`src/htq_ram.sv`:
```
// ----------------------------------------------------------------------------
// htq_ram: generic single-clock RAM
// One write port and one read port; read data is registered.
// ----------------------------------------------------------------------------
module htq_ram #(
  parameter int Width = 8,
  parameter int Depth = 2
) (
  input  logic                     clk_i,
  input  logic                     we_i,
  input  logic [$clog2(Depth)-1:0] waddr_i,
  input  logic [Width-1:0]         wdata_i,
  input  logic                     re_i,
  input  logic [$clog2(Depth)-1:0] raddr_i,
  output logic [Width-1:0]         rdata_o
);

  logic [Width-1:0] mem_q [Depth];
  logic [Width-1:0] rdata_q;

  always_ff @(posedge clk_i) begin
    if (we_i) begin
      mem_q[waddr_i] <= wdata_i;
    end
    if (re_i) begin
      rdata_q <= mem_q[raddr_i];
    end
  end

  assign rdata_o = rdata_q;

endmodule

```
`config.mk`:
```
export PLATFORM = sky130hd
export DESIGN_NAME = htq_ram
export DESIGN_NICKNAME = d
export VERILOG_FILES = /design/src/htq_ram.sv
export SDC_FILE = /design/constraint.sdc
export NUM_CORES = 1
export LEC_CHECK = 0
export ABC_CLOCK_PERIOD_IN_PS = 1150
export BUFFER_PORTS_ARGS = -buffer_cell sky130_fd_sc_hd__buf_4
export CORE_MARGIN = 3
export CORE_UTILIZATION = 45
export DETAILED_ROUTE_END_ITERATION = 10
export GPL_TIMING_DRIVEN = 0
export PLACE_DENSITY_LB_ADDON = 0.25
export REMOVE_ABC_BUFFERS = 1
export SLEW_MARGIN = 25
export SYNTH_ARGS = -nofsm -noshare
export SYNTH_HDL_FRONTEND = slang
export SYNTH_SLANG_ARGS = --single-unit
```
`constraint.sdc`:
```
create_clock -name clk_i -period 1.15 [get_ports clk_i]
set_input_delay 0.115 -clock clk_i [delete_from_list [all_inputs] [get_ports clk_i]]
set_output_delay 0.115 -clock clk_i [all_outputs]
set_load 0.03 [all_outputs]
```
== Word level (Yosys, flattened, before mapping) ==
Memory sizes are Yosys's and may differ from the RTL's. A register that Yosys moved wholly into a read port is not among the register bits.
Index checks and enable logic that the tools add are counted.

* Output and inout port bits: 8
* Bits in read-only memories: 0
* Word-level logic and storage cells: 3
* Memories: 1
* Input bits: 13
* Memory bits (writable): 16
* Flip-flop bits (word level): 0
* Bits in latches: 0

* Divide/modulo/power cells: 0
* Order comparisons: 0
* $mul: 0
* Muxes and demuxes: 2
* Shift-type cells: 0
* $add $sub $neg: 0
* Reduce and logical (&&, ||, !) cells: 0
* Equal/unequal tests: 0
* Bitwise operators: 0

{| class="wikitable"
|+ Memory list
! memory !! depth !! width !! rd ports !! clocked after Yosys merged registers in !! write ports !! RTL line !! text
|-
| mem_q || 2 || 8 || 1 || 1 || 1 || 18 || <nowiki>logic [Width-1:0] mem_q [Depth];</nowiki>
|}

{| class="wikitable"
|+ Operators by type and width
! operator !! number
|-
| 2-to-1 mux 1 bit || 2
|}

== Depth between registers and ports, before layout ==
* Depth after elaboration: 2
* Depth in mapped cells: 2
* Mapped depth without buffers: 1

== Worst setup path after synthesis ==
Ideal clock, no wire load.

* Kind: input -> register
* Start: input port we_i
* End: memory mem_q[0][0] (enable)
* Buffers on the path: 0
* Path slack: 0.242 ns
* Required time: 0.777 ns
* Data arrival time: 0.535 ns
* Cell stages on the path: 1
* Cell sequence: nor2b_1

* Longest elaborated chain between the ends: 2

{| class="wikitable"
|+ RTL lines
! what !! RTL line !! text
|-
| start, declared || 10 || <nowiki>input logic we_i,</nowiki>
|-
| 2-to-1 mux 1 bit || 22 || <nowiki>if (we_i) begin</nowiki>
|-
| 2-to-1 mux 1 bit (implied by the code) || 23 || <nowiki>mem_q[waddr_i] <= wdata_i;</nowiki>
|-
| end, declared || 18 ||
|}

No other way between the ends.

== Final worst setup path ==
* Start: register rdata_q[7], in the netlist rdata_o[7], read port of mem_q
* End: output port rdata_o[7]

{| class="wikitable"
|+ RTL lines
! what !! RTL line !! text
|-
| start, declared || 19 || <nowiki>logic [Width-1:0] rdata_q;</nowiki>
|-
| end, declared || 15 || <nowiki>output logic [Width-1:0] rdata_o</nowiki>
|}

No word-level cell between the ends.

==> results_dict.tcl <==
set metrics [dict create \
    vdd_drop_max_mv 0.7943 \
    rsz0062_at_grt "no" \
    relSlewSlack_pct 51.16 \
    p_leak_nw 0.4439 \
    overflow 0 \
    ys_types 5 \
    num_antenna_cells 0 \
    fin_ws_ps 169.3 \
    slowest_stage "edfxtp_1" \
    drc_errors 0 \
    vias_per_cell 4.451 \
    die_width_um 49.83 \
    whs_ps 72.84 \
    ys_ff_latch 24 \
    slowest_delay_ps 390 \
    power_frac_clock_pct 22.2 \
    clk_pin_slew_ps 120 \
    ys_seq_area_share_pct 83.36 \
    grt_usage_pct 10.01 \
    total_power_mw 1.597 \
    cts-root-buf "clkbuf_4" \
    synth_top_area_share_pct 83.36 \
    layout.cells.most_common_list "edfxtp_1 (24), buf_4 (20), mux2_4 (8), dlygate4sd3_1 (8), clkbuf_4 (3)" \
    drt-pass1-iter-count 2 \
    die_area_sq_mm 0.002483 \
    powerDensity_mw_per_mm2 1399 \
    synthTopCellsByArea "edfxtp_1 (83%), mux2_4 (14%), buf_6 (1.3%)" \
    multiInputGateArea_sq_um 132.6 \
    start_util_pct 49.01 \
    critical-path-top-delay-family "flip-flops" \
    power_frac_comb_pct 12.3 \
    worstPathCellList "buf_4" \
    skew_ps 3.716 \
    area_growth_pct 31.98 \
    fill_cells 137 \
    arrival_ps 870 \
    seqPwrFrac_pct 65.5 \
    drt_iter0_markers 2 \
    synth_top_area_cell "edfxtp_1" \
    finalHoldViolCount 0 \
    cts_hold_buf 8 \
    finish.utilization_pct 64.68 \
    drv_cap 0 \
    detail_route.wl_per_cell_um 11.41 \
    cp-start-kind "register" \
    p_int_mw 1.266 \
    antenna_found_initial 0 \
    cp_max_fo 1 \
    grt_pass1_wl_um 1697 \
    crit_path_end_kind "output pin" \
    mappedNetlistArea_sq_um 864.6 \
    core_sq_mm 0.001764 \
    fp-row-count 15 \
    numPortBuffers 20 \
    ys_warn_count 0 \
    switching_power_mw 0.3307 \
    htreeDepth 1 \
    cts_resized 0 \
    drive_gt1_share_pct 46.97 \
    clkLatencyLatePin_ps 310 \
    ios 21 \
    gp_congestion 0.6193 \
    pre_cts_slack_ps -29.80 \
    power.share.switching_pct 20.71 \
    seq_area_sq_um 720.7 \
    antenna_left 0 \
    setup_viol 0 \
    fin_crit_ps 980.7 \
    grt_pass1_vias 375 \
    clock_path_buffers 2 \
    fin_crit_sh_pct 85.28 \
    worstPathRequired_ps 1030 \
    routed_wl_um 1038 \
    cts_tree "done" \
    cts_buffers 3 \
    die_h_um 49.83 \
    nNetsFinal 80 \
    netlist_instances 35 \
    clock.fmax_mhz 1020 \
    grt_max_degree 14 \
    postSynthAreaPerCell_sq_um 24.70 \
    tightest_slew_ps 731.1 \
    slew_violations 0 \
    path_buf_inv 1 \
    status "finished clean" \
    holdCritPathClass "input port to register" \
    clock_sinks 24 \
    layout_commonest_cell "edfxtp_1" \
    crit_type "register to output pin" \
    post-cts-setup-buffers 0 \
    vias 405 \
]
## registers in the layout (all words and copies together), names as in the netlist
name and count:
rdata_o 8, mem_q 16
## path summary, 6_finish.rpt
check,startpoint,to,slack (ps),cells past startpoint
worst max-delay path,rdata_o[7]$_DFFE_PP_,rdata_o[7],170,1
worst min-delay path,re_i,rdata_o[0]$_DFFE_PP_,70,1
worst max register to register,mem_q[0][4]$_DFFE_PP_,rdata_o[4]$_DFFE_PP_,250,1
worst min register to register,mem_q[0][0]$_DFFE_PP_,rdata_o[0]$_DFFE_PP_,560,1
## power groups by stage
stage | clock [mW] | combinational, mW | sequential, mW
after global placement | 0 | 0.174 | 1.06
after floorplan | 0 | 0.0507 | 1.11
after CTS | 0.363 | 0.198 | 1.05
final | 0.355 | 0.196 | 1.05
after detailed placement | 0 | 0.177 | 1.07
after global routing | 0.403 | 0.208 | 1.05
## cell families (layout without fill, tap and decap cells)
group,count (synthesis),count (layout),share of synthesized area (%)
AND/OR/NAND/NOR,2,2,1.448
buffers and inverters,1,32,1.302
flip-flops,24,24,83.36
multiplexers,8,8,13.89
## cell usage after synthesis
| library cell | number |
|---|---|
| edfxtp_1 | 24 |
| mux2_4 | 8 |
| and2_1 | 1 |
| nor2b_1 | 1 |
| buf_6 | 1 |
## through the flow
| stage | instance area [sq um] | setup TNS, ps | std cells |
|---|---|---|---|
| after floorplan | 853.3 | 0 | 34 |
| after global placement | 1035 | -119.9 | 79 |
| after detailed placement | 1035 | -236.6 | 79 |
| after CTS | 1141 | 0 | 91 |
| after global routing | 1141 | 0 | 91 |
| final | 1141 | 0 | 91 |
## metal layers
layer | vias to the layer above | track usage [%] | wire [um]
met3 | 2 | 3.927 | 80
li1 | 198 | - | -
met1 | 184 | 11.13 | 399
met5 | - | 0 | 0
met2 | 21 | 15.64 | 539
met4 | 0 | 6.912 | 19
## area by class of cell
cell class / instances / share of cell area [%]
clock buffers: 3 / 1.974
clock inverters: 1 / 0.3289
multi-input cells: 10 / 11.62
flip-flops and latches: 24 / 63.16
well taps: 25 / 2.741
repair buffers: 28 / 20.18
(Power assumes the default switching activity.)
